$ cat src/design/sbh_pkg.sv
// Shared types and constants for the spatial bisection hash block.
// No dependencies; every other design file imports this package.
`timescale 1ns / 1ps

package sbh_pkg;

  // Coordinate and code geometry
  localparam int COORD_BITS    = 32;
  localparam int MAX_STEPS_DEF = 21;
  localparam int HASH_BITS     = 64;
  localparam int COUNT_BITS    = 4;
  localparam int STEP_BITS     = 5;
  localparam int DIM_BITS      = 2;
  localparam int INDEX_BITS    = 4;
  localparam int BYTE_BITS     = 8;
  localparam int BYTE_SHIFT    = 3;
  localparam int TOTAL_BITS    = 7;

  typedef logic signed [COORD_BITS-1:0] coord_t;

  // Input word: one point
  typedef struct packed {
    coord_t coord_x;
    coord_t coord_y;
    coord_t coord_z;
  } point_t;

  // Output word: one hash result
  typedef struct packed {
    logic [HASH_BITS-1:0]  hash_code;
    logic [COUNT_BITS-1:0] byte_count;
    logic                  range_error;
  } result_t;

  // Configuration register map
  typedef enum logic [INDEX_BITS-1:0] {
    CFG_X_LOW      = 4'd0,
    CFG_X_HIGH     = 4'd1,
    CFG_Y_LOW      = 4'd2,
    CFG_Y_HIGH     = 4'd3,
    CFG_Z_LOW      = 4'd4,
    CFG_Z_HIGH     = 4'd5,
    CFG_DIM_COUNT  = 4'd6,
    CFG_STEP_COUNT = 4'd7
  } cfg_idx_t;

  localparam logic [DIM_BITS-1:0]  DIMS_3D     = 2'd3;
  localparam logic [DIM_BITS-1:0]  DIMS_RESET  = 2'd2;
  localparam logic [STEP_BITS-1:0] STEPS_RESET = 5'd21;

endpackage

$ cat src/design/sbh_lane.sv
// One axis lane of the spatial bisection hash: range check, then one
// bisection step per pipeline stage. Depends on sbh_pkg.
`timescale 1ns / 1ps

module sbh_lane #(
  parameter int MAX_STEPS = sbh_pkg::MAX_STEPS_DEF
) (
  input  logic                 clk,
  input  sbh_pkg::coord_t      low,
  input  sbh_pkg::coord_t      high,
  input  sbh_pkg::coord_t      coord,
  output logic [MAX_STEPS-1:0] bits,
  output logic                 bad
);
  import sbh_pkg::*;

  localparam logic [COORD_BITS-1:0] SIGN_BIT = {1'b1, {(COORD_BITS-1){1'b0}}};

  logic [COORD_BITS-1:0] b_low;
  logic [COORD_BITS-1:0] b_high;
  logic [COORD_BITS-1:0] b_val;
  logic                  out_of_range;

  logic [COORD_BITS-1:0] resid  [0:MAX_STEPS];
  logic [COORD_BITS-1:0] span   [0:MAX_STEPS];
  logic [MAX_STEPS-1:0]  bitvec [0:MAX_STEPS];
  logic                  err    [0:MAX_STEPS];

  // Offset-binary form so unsigned compares follow signed order
  assign b_low  = COORD_BITS'(low)   ^ SIGN_BIT;
  assign b_high = COORD_BITS'(high)  ^ SIGN_BIT;
  assign b_val  = COORD_BITS'(coord) ^ SIGN_BIT;
  assign out_of_range = (b_low >= b_high) || (b_val < b_low) || (b_val > b_high);

  // Entry stage: span and starting residual
  always_ff @(posedge clk) begin
    err[0]    <= out_of_range;
    bitvec[0] <= '0;
    if (out_of_range) begin
      span[0]  <= COORD_BITS'(1);
      resid[0] <= '0;
    end else begin
      span[0]  <= b_high - b_low;
      resid[0] <= b_val - b_low;
    end
  end

  // Bisection stages: double the residual, take the upper half when it fits
  for (genvar k = 1; k <= MAX_STEPS; k++) begin : g_step
    logic [COORD_BITS:0] twice;
    logic                take;

    assign twice = {resid[k-1], 1'b0};
    assign take  = (twice >= {1'b0, span[k-1]});

    always_ff @(posedge clk) begin
      err[k]    <= err[k-1];
      span[k]   <= span[k-1];
      bitvec[k] <= (bitvec[k-1] << 1) | MAX_STEPS'(take);
      if (take) begin
        resid[k] <= COORD_BITS'(twice - {1'b0, span[k-1]});
      end else begin
        resid[k] <= COORD_BITS'(twice);
      end
    end
  end

  assign bits = bitvec[MAX_STEPS];
  assign bad  = err[MAX_STEPS];

endmodule

$ cat config.mk
export PLATFORM = sky130hd
export DESIGN_NAME = sbh_lane
export DESIGN_NICKNAME = d
export VERILOG_FILES = /design/src/design/sbh_pkg.sv /design/src/design/sbh_lane.sv
export SDC_FILE = /design/constraint.sdc
export NUM_CORES = 2
export LEC_CHECK = 0
export BUFFER_PORTS_ARGS = -buffer_cell sky130_fd_sc_hd__clkbuf_2
export CORE_ASPECT_RATIO = 1.2
export CORE_MARGIN = 3
export CORE_UTILIZATION = 68
export CTS_BUF_LIST = sky130_fd_sc_hd__clkbuf_16
export CTS_CLUSTER_SIZE = 16
export DETAILED_ROUTE_END_ITERATION = 8
export PLACE_DENSITY = 0.85
export SETUP_SLACK_MARGIN = 0.1
export SYNTH_ARGS = -nofsm -noshare
export SYNTH_HDL_FRONTEND = slang
export SYNTH_SLANG_ARGS = --single-unit
$ cat constraint.sdc
create_clock -name clk -period 10.5 [get_ports clk]
set_input_delay 1.05 -clock clk [delete_from_list [all_inputs] [get_ports clk]]
set_output_delay 1.05 -clock clk [all_outputs]
set_load 0.01 [all_outputs]
# Word level (Yosys, flattened, before mapping)
# Memory sizes are Yosys's and may differ from the RTL's.
# Cells that the tools add are included.
op_classes:
  addsub: 23
  n_lt_le_gt_ge: 24
  n_mux: 89
  bitwise_logic: 47
  n_reduce_logical: 2
op_table:
  columns: ["op", "count"]
  rows:
  - ["32-bit two-way mux", 23]
  - ["32-bit subtractor", 23]
  - ["33-bit by 32-bit greater-or-equal comparator with 1-bit output", 21]
  - ["21-bit by 1-bit bitwise OR with 21-bit output", 21]
  - ["1-bit two-way mux", 66]
  - ["32-bit greater-or-equal comparator", 1]
  - ["32-bit greater-than comparator", 1]
  - ["32-bit < comparator", 1]
  - ["1-bit bitwise OR", 23]
  - ["1-bit inverter", 3]
  - ["1-bit logical OR", 2]
word_totals:
  regBits: 0
  mem_bits_rw: 1892
  input_bits: 97
  wordCells: 189
  memories: 4
memory_table:
  columns: ["name", "depth", "word_bits", "read_ports", "rd_ports_with_merged_regs", "write_ports", "line", "rtl"]
  rows:
  - ["resid", 22, 32, 21, 0, 22, "sbh_lane.sv:24", "logic [COORD_BITS-1:0] resid [0:MAX_STEPS];"]
  - ["span", 22, 32, 21, 0, 22, "sbh_lane.sv:25", "logic [COORD_BITS-1:0] span [0:MAX_STEPS];"]
  - ["bitvec", 22, 21, 22, 0, 22, "sbh_lane.sv:26", "logic [MAX_STEPS-1:0] bitvec [0:MAX_STEPS];"]
  - ["err", 22, 1, 22, 0, 22, "sbh_lane.sv:27", "logic err [0:MAX_STEPS];"]

# Depth between registers and ports, before layout
depth:
  word_depth: 7
  depth_mapped: 16
  depth_no_buf: 14

# Worst setup path after synthesis
# No wires, ideal clock.
synth_path:
  path_kind: "input to register"
  startpoint: "input low[2]"
  endpoint: "memory span[0][4]"
  arrival_time_ns: 3.902
  required_ns: 10.366
  path_slack_ns: 6.463
  path_stages: 14
  cell_sequence: "inv_1 ha_1 nor2b_1 o31a_1 o41a_1 o41ai_2 a211oi_1 nor3_1 nor2_1 nand3_1 a21boi_1 o21ai_1 clkbuf_1 a211oi_1"
synth_rtl:
  columns: ["element", "line", "rtl"]
  rows:
  - ["start, declared", "sbh_lane.sv:9", "input sbh_pkg::coord_t low,"]
  - ["end, declared", "sbh_lane.sv:25", null]

==> flow_summary.ini <==
[detailed_routing]
route.detailed.vias_per_inst = 5.91
detailedRoute.firstPassIterationCount = 9
drc_errors = 1
wire_per_inst_um = 18.9
ant_nets = 0
drtIter0Drc = 3330
routed-via-count = 60500
finalWirelength_um = 194000

[worst_setup_path]
crit_arrival_ps = 6120
path_max_fanout = 44
setup.worst_path.class = reg -> reg
setup.worst_path.start_class = flip-flop
timing.reg2reg.worst_path_depth = 12
crit_required_ps = 11180
crit_path_end_kind = flip-flop

[status]
violations = design-rule violations
run_status = complete, but fails checks

[clock_tree]
tritoncts = done
clockBufferDepth = 3
tritoncts.num_buffers = 152
numClockSinks = 1597
hold_buffers = 0
path_clk_slew_ps = 70
ctsHtreeMaxLevel = 4
postCtsSetupBuffers = 0
clock_tree.root_cell = sky130_fd_sc_hd__clkbuf_16
cts_repair_resize_count = 0
worst_skew_pair.late_latency_ps = 810

[placed_design]
place.port_buffers = 118
gp_congestion = 1.02
dp_hpwl_um = 149000
post-place-cells = 9961

[job]
max_cap_violations = 0

[finish]
layout.nets = 9494
area.growth.synth_to_final_pct = 8.99
final_layout_size_suffix_gt1_share_pct = 8.10
diodes = 0
final-instance-count-excl-fill = 10200
layout.core_utilization_pct = 74.9

[yosys]
syn_area_per_cell_um2 = 9.15
ys_seq_elements = 1597
synth_seq_area_share_pct = 41.1
ys_async_sr_fraction_pct = 0
synthesis.area_um2 = 77800
synth.top_cells.by_count = 1,597 x sky130_fd_sc_hd__dfxtp_1, 911 x sky130_fd_sc_hd__inv_1, 767 x sky130_fd_sc_hd__ha_1, 687 x sky130_fd_sc_hd__a21oi_1, 608 x sky130_fd_sc_hd__nand2_1
synth.net_count = 9386
yosysTopAreaCell = sky130_fd_sc_hd__dfxtp_1
synth.lib_cells_used.distinct = 94
synthDominantCellAreaShare_pct = 41.1
yosysMostFrequentCell = sky130_fd_sc_hd__dfxtp_1
syn_inst = 8500
synth_area_leaders = sky130_fd_sc_hd__dfxtp_1 41%, sky130_fd_sc_hd__ha_1 12%, sky130_fd_sc_hd__a21oi_1 4.4%
dominantRegCellSynth = sky130_fd_sc_hd__dfxtp_1
ys_warn_count = 0
synth_enable_flop_cells = 0

[min_path]
worstHoldPathCells = 0
hold_path.class = reg -> reg

[timing]
setup_viol = 0
max_clock_freq_mhz = 184
worst_case_hold_slack_ps = 318
layout_min_cycle_time_ps = 5440
final_skew_ps = 24.7
rsz_0062_raised_after_global_routing = false
layout_worst_path_cycle_share_pct = 51.9
slew_viol_final = 0
finalHoldViolations = 0
worstMarginPinSlew_ps = 1260
timing.setup.tns_ps = 0
worst_slew_margin_rel_pct = 15.2

[floorplan]
boundary_pins = 119
fp.coreArea_um2 = 113000
die-height_um = 376
floorplan.rows = 135
fp.dieW_um = 315
initial_utilization_pct = 68.7
die_area_um2 = 118000

[global_route]
grt.busiest_layer = met2
grt_usage_pct = 32.4
antenna_violations_before_repair = 1
globalRouteMet1Util_pct = 25.0
grt_max_degree = 64
grt-ovfl-total = 0
grt_first_pass_wirelength_um = 309000
use_met2_pct = 66.5
grt.met3_usage_pct = 4.69
number_of_global_route_vias_before_repair = 63600

[power_and_ir_drop]
power_density_nw_per_um2 = 385
vdd.ir_drop.worst_uv = 176
cellLeakagePower_nw = 35.9
-- layout make-up --
cell class	instances	area, um2
clock buffers	154	3850
clock inverters	124	1160
fillers	7701	28400
inverters	911	3420
multi-input cells	5795	41600
flip-flops and latches	1597	32000
well taps	1507	1890
repair buffers	151	841
-- path summary, 6_finish.rpt --
| check | start | to | slack, ps |
|---|---|---|---|
| setup / recovery | span[0][33] | resid[0][73] | 5060 |
| setup reg to reg | span[0][33] | resid[0][73] | 5060 |
| hold reg to reg | bitvec[0][63] | bitvec[0][85] | 320 |
| hold / removal | bitvec[0][63] | bitvec[0][85] | 320 |
-- layout by cell type (no fill, tap or decap), types with 80 or more instances in the layout --
cell,count
sky130_fd_sc_hd__a21o_1,354
sky130_fd_sc_hd__a21oi_1,686
sky130_fd_sc_hd__clkbuf_16,154
sky130_fd_sc_hd__clkbuf_2,118
sky130_fd_sc_hd__dfxtp_1,1597
sky130_fd_sc_hd__ha_1,767
sky130_fd_sc_hd__inv_1,931
sky130_fd_sc_hd__mux2_2,236
sky130_fd_sc_hd__nand2_1,608
sky130_fd_sc_hd__nand2b_1,120
sky130_fd_sc_hd__nand3_1,150
sky130_fd_sc_hd__nand4_1,93
sky130_fd_sc_hd__nor2_1,440
sky130_fd_sc_hd__nor2b_1,128
sky130_fd_sc_hd__nor3_1,80
sky130_fd_sc_hd__o21a_1,96
sky130_fd_sc_hd__o21ai_0,581
sky130_fd_sc_hd__xnor2_1,337
sky130_fd_sc_hd__xor2_1,255
-- cell families after synthesis --
family	synth area share [%]
flops	41.1
simple gates	11.6
fa+ha+maj	12.9
compound gates	18.0
buf+inv	5.57
mux	4.18
xor+xnor	6.67
-- layer usage --
layer / vias up / routed length [um]
met4: 0 / 20100
met1: 28400 / 58900
met3: 838 / 6160
li1: 29600 / -
met2: 1695 / 108000
met5: - / 0
-- power breakdown --
group	total [mW]	leakage, nW	switching, mW	internal (mW)
logic	18.0	20.2	10.1	7.92
clock network	5.50	2.52	2.39	3.11
registers	9.12	13.2	0.993	8.13
total	32.7	35.9	13.5	19.2
-- registers in the layout, summed over array words and instances (netlist names) --
signal and flops:
resid 672, span 672, bitvec 231, err 22
-- through the flow --
step	cell area, um2	total power [mW]	setup WS, ps
final	84800	32.7	5060
after global routing	84800	35.0	4790
after CTS	84800	32.4	5190
after detailed placement	79700	26.7	5310
after global placement	79700	26.1	5360
after floorplan	77800	22.6	6460
-- worst max-delay path: stages, from the launching register on --
cell and delay (ps):
sky130_fd_sc_hd__dfxtp_1 430, sky130_fd_sc_hd__inv_1 110, sky130_fd_sc_hd__ha_1 330, sky130_fd_sc_hd__a21oi_1 130
sky130_fd_sc_hd__o21ai_0 460, sky130_fd_sc_hd__o21ai_0 290, sky130_fd_sc_hd__o211ai_1 400, sky130_fd_sc_hd__o21ai_0 360
sky130_fd_sc_hd__o311ai_0 850, sky130_fd_sc_hd__a31oi_1 380, sky130_fd_sc_hd__o31ai_4 630, sky130_fd_sc_hd__buf_4 510
sky130_fd_sc_hd__mux2_2 390
Power figures use the tool's default switching activity.
