==> config.mk <==
export PLATFORM = sky130hd
export DESIGN_NAME = sbh_merge
export DESIGN_NICKNAME = d
export VERILOG_FILES = /design/src/design/sbh_pkg.sv /design/src/design/sbh_merge.sv
export SDC_FILE = /design/constraint.sdc
export NUM_CORES = 1
export LEC_CHECK = 0
export ABC_CLOCK_PERIOD_IN_PS = 5250
export CAP_MARGIN = 20
export CORE_MARGIN = 2
export CORE_UTILIZATION = 45
export CTS_CLUSTER_DIAMETER = 30
export DETAILED_ROUTE_END_ITERATION = 7
export DONT_BUFFER_PORTS = 1
export PLACE_DENSITY_LB_ADDON = 0.12
export RECOVER_POWER = 100
export SYNTH_ARGS = -nofsm -noshare
export SYNTH_HDL_FRONTEND = slang
export SYNTH_SLANG_ARGS = --single-unit
==> constraint.sdc <==
create_clock -name clk -period 5.25 [get_ports clk]
set_clock_uncertainty 0.1 [all_clocks]
set_input_delay 0.525 -clock clk [delete_from_list [all_inputs] [get_ports clk]]
set_output_delay 0.525 -clock clk [all_outputs]
set_load 0.005 [all_outputs]
==> src/design/sbh_pkg.sv <==
// Shared types and constants for the spatial bisection hash block.
// No dependencies; every other design file imports this package.
`timescale 1ns / 1ps

package sbh_pkg;

  // Coordinate and code geometry
  localparam int COORD_BITS    = 32;
  localparam int MAX_STEPS_DEF = 21;
  localparam int HASH_BITS     = 64;
  localparam int COUNT_BITS    = 4;
  localparam int STEP_BITS     = 5;
  localparam int DIM_BITS      = 2;
  localparam int INDEX_BITS    = 4;
  localparam int BYTE_BITS     = 8;
  localparam int BYTE_SHIFT    = 3;
  localparam int TOTAL_BITS    = 7;

  typedef logic signed [COORD_BITS-1:0] coord_t;

  // Input word: one point
  typedef struct packed {
    coord_t coord_x;
    coord_t coord_y;
    coord_t coord_z;
  } point_t;

  // Output word: one hash result
  typedef struct packed {
    logic [HASH_BITS-1:0]  hash_code;
    logic [COUNT_BITS-1:0] byte_count;
    logic                  range_error;
  } result_t;

  // Configuration register map
  typedef enum logic [INDEX_BITS-1:0] {
    CFG_X_LOW      = 4'd0,
    CFG_X_HIGH     = 4'd1,
    CFG_Y_LOW      = 4'd2,
    CFG_Y_HIGH     = 4'd3,
    CFG_Z_LOW      = 4'd4,
    CFG_Z_HIGH     = 4'd5,
    CFG_DIM_COUNT  = 4'd6,
    CFG_STEP_COUNT = 4'd7
  } cfg_idx_t;

  localparam logic [DIM_BITS-1:0]  DIMS_3D     = 2'd3;
  localparam logic [DIM_BITS-1:0]  DIMS_RESET  = 2'd2;
  localparam logic [STEP_BITS-1:0] STEPS_RESET = 5'd21;

endpackage

==> src/design/sbh_merge.sv <==
// Merge stage of the spatial bisection hash: interleaves lane bits,
// masks unused steps, counts bytes and registers the result word. Depends on sbh_pkg.
`timescale 1ns / 1ps

module sbh_merge #(
  parameter int MAX_STEPS = sbh_pkg::MAX_STEPS_DEF
) (
  input  logic                          clk,
  input  logic [MAX_STEPS-1:0]          bits_x,
  input  logic [MAX_STEPS-1:0]          bits_y,
  input  logic [MAX_STEPS-1:0]          bits_z,
  input  logic                          bad_x,
  input  logic                          bad_y,
  input  logic                          bad_z,
  input  logic                          dims3,
  input  logic [sbh_pkg::STEP_BITS-1:0] steps,
  output sbh_pkg::result_t              result
);
  import sbh_pkg::*;

  logic [HASH_BITS-1:0]  code;
  logic [TOTAL_BITS-1:0] total;
  logic [COUNT_BITS-1:0] nbytes;
  logic                  bad;

  // Interleave x, y (and z in 3D mode) per step, first bit at the top
  always_comb begin
    code = '0;
    for (int j = 0; j < MAX_STEPS; j++) begin
      if (STEP_BITS'(j) < steps) begin
        if (dims3) begin
          code[HASH_BITS-1-3*j]   = bits_x[MAX_STEPS-1-j];
          code[HASH_BITS-2-3*j]   = bits_y[MAX_STEPS-1-j];
          code[HASH_BITS-3-3*j]   = bits_z[MAX_STEPS-1-j];
        end else begin
          code[HASH_BITS-1-2*j]   = bits_x[MAX_STEPS-1-j];
          code[HASH_BITS-2-2*j]   = bits_y[MAX_STEPS-1-j];
        end
      end
    end
  end

  // Round bit total up to whole bytes
  assign total  = (TOTAL_BITS'(steps) << 1) + (dims3 ? TOTAL_BITS'(steps) : '0);
  assign nbytes = COUNT_BITS'((total + TOTAL_BITS'(BYTE_BITS - 1)) >> BYTE_SHIFT);
  assign bad    = bad_x || bad_y || (dims3 && bad_z);

  // Register the result word
  always_ff @(posedge clk) begin
    if (bad) begin
      result.hash_code   <= '0;
      result.byte_count  <= '0;
      result.range_error <= 1'b1;
    end else begin
      result.hash_code   <= code;
      result.byte_count  <= nbytes;
      result.range_error <= 1'b0;
    end
  end

endmodule
* After elaboration in Yosys (flattened, before gate mapping)
Cells that the tools add are included.
** Word-level totals
- Word-level logic and storage cells :: 127
- Latch bits :: 0
- Input bits :: 73
- Output and inout port bits :: 69
- Register bits after elaboration :: 69
- Bits in read-only memories :: 0
- RAM bits :: 0
- Memories kept :: 0
** Cells by class
- Shift-type cells :: 0
- Order comparisons :: 21
- Muxes and demuxes :: 69
- Reduce and logical (&&, ||, !) cells :: 12
- Bitwise operators :: 10
- Div/mod/pow operators :: 0
- $mul :: 0
- Equality and inequality tests :: 0
- Add/subtract/negate cells :: 2
** Operators by type and width (count)
- $mux W2 :: 38
- $mux W3 :: 23
- $lt A4 B5 Y1 const A :: 8
- $lt A5 B5 Y1 const A :: 5
- $reduce_or A3 Y1 :: 7
- $lt A3 B5 Y1 const A :: 4
- $lt A1 B5 Y1 const A :: 2
- $lt A2 B5 Y1 const A :: 2
- $mux W5 :: 2
- $not A1 Y1 :: 10
- $add A6 B5 Y7 :: 1
- $add A7 B3 Y7 const B :: 1
- $mux W1 :: 5
- $mux W4 :: 1
- $reduce_or A2 Y1 :: 2
- $logic_or A1 B1 Y1 :: 2
- $logic_and A1 B1 Y1 :: 1

* Logic depth before layout (Yosys ltp)
Gate-level depths: netlist of run 1.
- Depth after elaboration :: 8
- Gate-level depth with buffers :: 9
- Depth with buffers taken out :: 7

* Worst setup path after synthesis of run 1
No wires, ideal clock.
- Path type :: input to register
- Start point :: in dims3
- End point :: reg result[3] in the netlist's numbering
- Slack :: 2760 ps
- Stages :: 9
- Buffers on the path :: 2
- Library setup time :: 72 ps
- Data required time :: 5078 ps
- Arrival :: 2319 ps
- Cells stage by stage :: clkbuf_1 -> clkbuf_1 -> nand2_1 -> ha_1 -> inv_1 -> ha_1 -> or3_1 -> o22ai_1 -> mux2i_1
** On the way
- Word-level cells in the longest chain between the ends :: 3
- Elaborated cells on any way between the ends :: 5
- Classes of those cells :: add/sub: 2; mux: 1; reduce/logical: 2
** Ends and longest elaborated chain
- from (decl) :: RTL line sbh_merge.sv:15 : input logic dims3,
- $mux W5 :: RTL line sbh_merge.sv:44 : assign total = (TOTAL_BITS'(steps) << 1) + (dims3 ? TOTAL_BITS'(steps) : '0);
- $add A6 B5 Y7 :: RTL line sbh_merge.sv:44
- $add A7 B3 Y7 :: RTL line sbh_merge.sv:45 : assign nbytes = COUNT_BITS'((total + TOTAL_BITS'(BYTE_BITS - 1)) >> BYTE_SHIFT);
- to (decl) :: RTL line sbh_merge.sv:17 : output sbh_pkg::result_t result
Parallel ways exist; a longest one is shown, timed or not.
A chain may end at the register's enable or synchronous reset.

* Final worst setup path of run 1
- Start point :: in steps[4] in the netlist's numbering
- End point :: reg result[14] in the netlist's numbering
** On the way
- Word-level cells in the longest chain between the ends :: 3
** Ends and longest elaborated chain
- from (decl) :: RTL line sbh_merge.sv:16 : input logic [sbh_pkg::STEP_BITS-1:0] steps,
- $lt A5 B5 Y1 :: RTL line sbh_merge.sv:30 : if (STEP_BITS'(j) < steps) begin
- $not A1 Y1 (no line)
- $reduce_or A3 Y1 (no line)
Every way passes these cells.

==> results of run 1 <==
[placed cells by master, fill, tap and decap left out, drive strengths merged, types with 3 or more instances in the layout]
| cell | n |
|---|---|
| o2bb2ai | 3 |
| a21oi | 12 |
| o211ai | 3 |
| or2 | 3 |
| nand4 | 3 |
| nand3 | 17 |
| inv | 7 |
| o21ai | 10 |
| nand2 | 15 |
| and2 | 10 |
| a32o | 9 |
| and3b | 3 |
| o21a | 7 |
| and3 | 13 |
| a22o | 5 |
| or3 | 5 |
| o22ai | 8 |
| o41ai | 3 |
| nand3b | 7 |
| clkbuf | 14 |
| bufinv | 3 |
| nand2b | 3 |
| dfxtp | 68 |
| nor3 | 6 |
| mux2i | 3 |
| ha | 8 |
| nor2 | 9 |
[power by group through the flow]
stage	registers (mW)	logic (mW)	clock network [mW]
2_1_floorplan	0.548	0.0708	0
3_3_place_gp	0.551	0.0722	0
3_5_place_dp	0.551	0.0725	0
4_1_cts	0.539	0.0729	0.510
5_1_grt	0.540	0.0807	0.534
6_report	0.539	0.0708	0.504
[through the flow]
| step | power [mW] | hold slack [ns] |
|---|---|---|
| 2_1_floorplan | 0.619 | 0.542 |
| 3_3_place_gp | 0.623 | 0.540 |
| 3_5_place_dp | 0.623 | 0.542 |
| 4_1_cts | 1.12 | 0.180 |
| 5_1_grt | 1.16 | 0.179 |
| 6_report | 1.11 | 0.191 |
[routing by layer]
layer / routed length [um] / track usage (%)
met1: 2910 / 27.7
met2: 3440 / 33.6
met3: 810 / 8.15
met4: 116 / 10.2
met5: 0 / 0
[worst paths after layout]
kind | from | to | slack, ns | cells after the start
worst max-delay path | steps[4] | result[14]$_SDFF_PP0_ | 3.06 | 3
worst min-delay path | dims3 | result[27]$_SDFF_PP0_ | 0.19 | 1
[area by class of cell]
class	count	area, um^2	area share (%)
Inverter	7	26.3	0.886
Timing Repair Buffer	3	11.3	0.380
Clock buffer	11	131	4.43
Multi-Input combinational cell	186	1240	41.8
Tap cell	75	93.8	3.17
Sequential cell	68	1360	45.9
Clock inverter	5	100	3.38
[logic make-up after synthesis]
group / after synthesis / share of synthesized area (%)
AND/OR/NAND/NOR: 103 / 21.9
AO/OA/AOI/OAI: 71 / 19.1
flip-flops: 68 / 49.4
buffers and inverters: 30 / 4.72
adder cells (fa/ha/maj): 8 / 3.63
multiplexers: 3 / 1.09
other: 1 / 0.136
==> impl_metrics.json, run 1 <==
{
  "outcome": "complete, but fails checks",
  "violations": "capacitance limit, slew limit",
  "die_area_um2": 6770,
  "diodes": 0,
  "finalWirelength_mm": 7.28,
  "slowest_delay_ns": 1.38,
  "synth-edff-count": 0,
  "critPathSlowestCell": "sky130_fd_sc_hd__nor4b_1",
  "fp.dieH_um": 82.3,
  "timing.max_slew.rel_slack_pct": -19.6,
  "synth_fp_nets": 365,
  "global_route.overflow_total": 0,
  "registers.top_by_ff_count": "result",
  "placed_cell_area_um2": 2770,
  "antenna_found_initial": 0,
  "number_of_sinks_handled_by_clock_tree_synthesis": 68,
  "fraction_of_final_layout_cells_with_drive_strength_greater_than_1_pct": 6.79,
  "yosys-top-cells-count": "sky130_fd_sc_hd__dfxtp_1 (68), sky130_fd_sc_hd__nand3_1 (17), sky130_fd_sc_hd__clkbuf_1 (15), sky130_fd_sc_hd__nand2_1 (15), sky130_fd_sc_hd__and3_1 (13)",
  "post_synthesis_cell_area_um2": 2760,
  "die_w_um": 82.3,
  "flip_flop_count_of_the_largest_register_all_copies_and_words_added": 68,
  "synth_warnings": 0,
  "final.setup.tns_ns": 0,
  "power_switching_share_pct": 21.3,
  "preCtsSetupSlack_ns": 3.12,
  "synthDominantCellAreaShare_pct": 49.4,
  "cp-end-kind": "flip-flop",
  "total_of_cells_resized_after_clock_tree_synthesis": 0,
  "final_core_util_pct": 50.1,
  "power.ir.vdd_worst_v": 0.000171,
  "globalplace.congestion": 0.777,
  "number_of_buffers_added_by_the_clock_tree_synthesis_step": 9,
  "htree_levels": 3,
  "layout-area-overhead-vs-synth_pct": 7.54,
  "setup_slack_ns": 3.06,
  "post_layout_inst_area_um2": 2960,
  "place.detailed.hpwl_mm": 5.39,
  "vias_in_the_first_global_route": 2080,
  "synth_top_cells_by_area": "sky130_fd_sc_hd__dfxtp_1 (49%), sky130_fd_sc_hd__ha_1 (3.6%), sky130_fd_sc_hd__a32o_1 (3.3%)",
  "clock_tree.root_cell": "sky130_fd_sc_hd__clkbuf_8",
  "clock_path_buffers": 2,
  "initial_utilization_pct": 46.6,
  "rsz0062_at_grt": "no",
  "setup_viol_count_final": 0,
  "tritoncts": "done",
  "nets": 356,
  "synth.lib_cells_used.distinct": 48,
  "cts.reportedPaths.clkPinSlew_ns": 0.07,
  "ant_nets": 0,
  "drt_iter0_drc": 94,
  "maxCapViolCount": 1,
  "first_pass_grt_wire_length_mm": 10.9,
  "p_clk_share_pct": 45.3,
  "critical_path.n_buffers_inverters": 0,
  "coreArea_um2": 5920,
  "tightestPinTransition_ns": 1.77,
  "p_switching_uw": 237,
  "ios": 142,
  "via_per_inst": 6.07,
  "pwr_density_cell_nw_per_um2": 376,
  "cp_data_arrival_time_ns": 2.36,
  "vias": 2154,
  "yosysMostFrequentCell": "sky130_fd_sc_hd__dfxtp_1",
  "fill_cells": 578,
  "remaining_drc_errors": 0,
  "fin_crit_ns": 2.19,
  "routedWlPerCell_um": 20.5,
  "timing.final.hold_violations": 0,
  "grt_start_max_net_pins": 33,
  "combPwrFrac_pct": 6.4,
  "dominantRegCellSynth": "sky130_fd_sc_hd__dfxtp_1",
  "async_reset_ff_share_pct": 0,
  "buffer_count_from_post_cts_setup_fixing": 0,
  "critical_path.startpoint_type": "input port",
  "grt_util_all_layers_pct": 22.1,
  "final_cell_count_no_fill": 355,
  "path_cells": "and2_0 -> nor4b_1 -> and3b_1",
  "report.final.slew_viol_count": 15,
  "path_class": "in2reg",
  "synth_top_cell_by_area": "sky130_fd_sc_hd__dfxtp_1",
  "layout_top_registers": "result: 68 flops",
  "final.period_utilization_pct": 41.7,
  "cts_hold_repair.buffers": 0,
  "netlist_instances": 284,
  "p_int_uw": 877,
  "worst-path-max-fanout": 30,
  "total_iterations_of_the_first_detailed_routing_run": 4,
  "power.share.sequential_pct": 48.4,
  "power_leakage_nw": 1.16,
  "synth_sequential_area_ratio_pct": 49.4,
  "synth.avg_cell_area_um2": 9.71,
  "timing.fmax_mhz": 457,
  "synth_seq_cells": 68,
  "critical_path.top_delay_family": "simple AND/OR/NAND/NOR gates",
  "dp.cells": 339,
  "critical_path_required_ns": 5.42,
  "row_count": 28,
  "portBuffers": 0,
  "hp-class": "in2reg"
}
No activity file was read; power rests on OpenSTA's default activity.
==> run 2, diff against run 1 <==
ABC_AREA = 1   (was not set)
ABC_CLOCK_PERIOD_IN_PS = 2000   (was 5250)
clock period = 2 ns   (was 5.25 ns; I/O delays follow)
==> impl_metrics.json, run 2 <==
{
  "tritoncts": "done",
  "antenna_found_initial": 0,
  "synth_warnings": 0,
  "via_per_inst": 5.18,
  "synth_sequential_area_ratio_pct": 50.3,
  "hp-class": "in2reg",
  "fin_crit_ns": 1.84,
  "timing.hold.worst_path_depth": 3,
  "registers.top_by_ff_count": "result",
  "fin_worst_hold_slack_ns": 0.0135,
  "total_of_cells_resized_after_clock_tree_synthesis": 0,
  "drt_iter0_drc": 138,
  "row_count": 28,
  "synthXorXnorAreaFrac_pct": 0,
  "critical_path_required_ns": 2.18,
  "cts_hold_repair.buffers": 76,
  "grt_start_max_net_pins": 20,
  "timing.fmax_mhz": 543,
  "portBuffers": 0,
  "initial_utilization_pct": 46.0,
  "fp.dieH_um": 81.6,
  "worst-path-max-fanout": 12,
  "yosys-top-cells-count": "sky130_fd_sc_hd__dfxtp_1 (68), sky130_fd_sc_hd__nand2_1 (67), sky130_fd_sc_hd__nor2_1 (48), sky130_fd_sc_hd__inv_1 (42), sky130_fd_sc_hd__nand3_1 (37)",
  "synthDominantCellAreaShare_pct": 50.3,
  "report.final.slew_viol_count": 0,
  "outcome": "finished clean",
  "post_synthesis_compound_gate_area_fraction_pct": 10.2,
  "synth-edff-count": 0,
  "clock_path_buffers": 2,
  "synth_top_cells_by_area": "sky130_fd_sc_hd__dfxtp_1 (50%), sky130_fd_sc_hd__nand2_1 (9.3%), sky130_fd_sc_hd__nand3_1 (6.8%)",
  "diodes": 0,
  "flip_flop_count_of_the_largest_register_all_copies_and_words_added": 68,
  "cp_data_arrival_time_ns": 2.02,
  "cts.reportedPaths.clkPinSlew_ns": 0.08,
  "min_to": "result[37]$_SDFF_PP0_",
  "synth_top_family_by_area": "simple AND/OR/NAND/NOR gates",
  "timing.final.hold_violations": 0,
  "netlist_instances": 353,
  "buffer_count_from_post_cts_setup_fixing": 0,
  "cp-end-kind": "flip-flop",
  "final_cell_count_no_fill": 514,
  "layout_top_registers": "result: 68 flops",
  "total_iterations_of_the_first_detailed_routing_run": 5,
  "rsz0062_at_grt": "no",
  "critical_path.startpoint_type": "input port",
  "die_area_um2": 6660,
  "finalWirelength_mm": 8.27,
  "htree_levels": 3,
  "setup_viol_count_final": 0,
  "layout-area-overhead-vs-synth_pct": 37.3,
  "post_synth_mux_area_share_pct": 0.370,
  "routedWlPerCell_um": 16.1,
  "ios": 142,
  "timing.max_slew.rel_slack_pct": 59.2,
  "ant_nets": 0,
  "most-common-layout-cells": "sky130_fd_sc_hd__dlygate4sd3_1 (76), sky130_fd_sc_hd__dfxtp_1 (68), sky130_fd_sc_hd__nand2_1 (67), sky130_fd_sc_hd__nor2_1 (48), sky130_fd_sc_hd__inv_1 (44)",
  "pwr_density_cell_nw_per_um2": 769,
  "fraction_of_final_layout_cells_with_drive_strength_greater_than_1_pct": 5.69,
  "global_route.overflow_total": 0,
  "power_leakage_nw": 1.71,
  "synth-adder-area-share_pct": 3.70,
  "clock_tree.root_cell": "sky130_fd_sc_hd__clkbuf_8",
  "dp.cells": 422,
  "synth.avg_cell_area_um2": 7.67,
  "first_pass_grt_wire_length_mm": 12.6,
  "vias_in_the_first_global_route": 2566,
  "final.period_utilization_pct": 92.0,
  "power.ir.vdd_worst_v": 0.000395,
  "synth_simple_gate_area_share_pct": 27.2,
  "vias": 2660,
  "hold_path.startpoint": "bits_y[10]",
  "nets": 515,
  "number_of_buffers_added_by_the_clock_tree_synthesis_step": 9,
  "async_reset_ff_share_pct": 0,
  "globalplace.congestion": 0.870,
  "post_synthesis_cell_area_um2": 2710,
  "layout.cells.most_common": "sky130_fd_sc_hd__dlygate4sd3_1",
  "remaining_drc_errors": 0,
  "dominantRegCellSynth": "sky130_fd_sc_hd__dfxtp_1",
  "coreArea_um2": 5890,
  "grt_util_all_layers_pct": 25.6,
  "tightestPinTransition_ns": 0.610,
  "final.setup.tns_ns": 0,
  "report.power.total_mw": 2.86,
  "path_class": "in2reg",
  "synth.lib_cells_used.distinct": 24,
  "number_of_sinks_handled_by_clock_tree_synthesis": 68,
  "die_w_um": 81.6,
  "synth_seq_cells": 68,
  "yosysMostFrequentCell": "sky130_fd_sc_hd__dfxtp_1",
  "synth_top_cell_by_area": "sky130_fd_sc_hd__dfxtp_1",
  "synth_fp_nets": 434,
  "maxCapViolCount": 0,
  "place.detailed.hpwl_mm": 5.73
}
-- run 2: cell types whose count changed after synthesis, sizes merged, moves of 5 or more --
| cell | before | now |
|---|---|---|
| a21oi | 12 | 20 |
| clkbuf | 15 | 1 |
| or3 | 5 | 0 |
| inv | 7 | 47 |
| nand4 | 3 | 8 |
| a22o | 5 | 0 |
| and2 | 10 | 0 |
| nor2 | 9 | 50 |
| o21ai | 10 | 20 |
| nand2 | 15 | 68 |
| a32o | 9 | 0 |
| and3 | 13 | 0 |
| nand3 | 17 | 37 |
| o21a | 7 | 0 |
-- run 2: final cells by class --
class	instances	area (um^2)
Clock buffer	11	131
Inverter	47	176
Fill cell	535	2170
Tap cell	75	93.8
Sequential cell	68	1360
Timing Repair Buffer	79	783
Multi-Input combinational cell	229	1120
Clock inverter	5	52.6
-- run 2: report_power, final --
part / leakage [nW] / internal (mW) / switching (mW)
Clock: 0.0931 / 0.570 / 0.499
Sequential: 0.553 / 1.40 / 0.0229
Combinational: 1.07 / 0.173 / 0.197
Total: 1.71 / 2.14 / 0.719
-- run 2: cell families after synthesis --
logic type,after synthesis
fa+ha+maj,8
simple gates,170
compound gates,49
other cells,1
buf+inv,56
flops,68
mux,1
-- run 2: how the worst max path moves through the flow --
| stage | slack, ns | startpoint | end | depth (start not counted) |
|---|---|---|---|---|
| after floorplan | 0.12 | dims3 | result[3]$_SDFF_PP0_ | 13 |
| after global placement | 0.39 | steps[4] | result[3]$_SDFF_PP0_ | 8 |
| after detailed placement | 0.36 | steps[4] | result[3]$_SDFF_PP0_ | 8 |
| after CTS | 0.23 | dims3 | result[43]$_SDFF_PP0_ | 4 |
| after global routing | 0.1 | dims3 | result[50]$_SDFF_PP0_ | 6 |
| final | 0.16 | dims3 | result[43]$_SDFF_PP0_ | 4 |
-- run 2: routing by layer --
metal  vias up  share of wire (%)  track usage [%]
met5         -                  0                0
met1      1226                 42             32.1
li1       1302                  -                -
met3         4                9.5             7.25
met2       128                 48             42.7
met4         0               0.59             8.17
-- run 2: metrics by stage --
step                utilization (%)  setup WS, ns  cell area [um^2]
detailed placement             47.2         0.361              2780
CTS                            63.3         0.231              3720
floorplan                         -         0.115              2710
global route                   63.2        0.0961              3720
finish                         63.2         0.160              3720
global placement               47.2         0.391              2780
-- run 2: critical path: stages --
cell	delay [ns]
sky130_fd_sc_hd__dlygate4sd3_1	0.93
sky130_fd_sc_hd__nand3_1	0.13
sky130_fd_sc_hd__a21oi_1	0.18
sky130_fd_sc_hd__dlygate4sd3_1	0.57
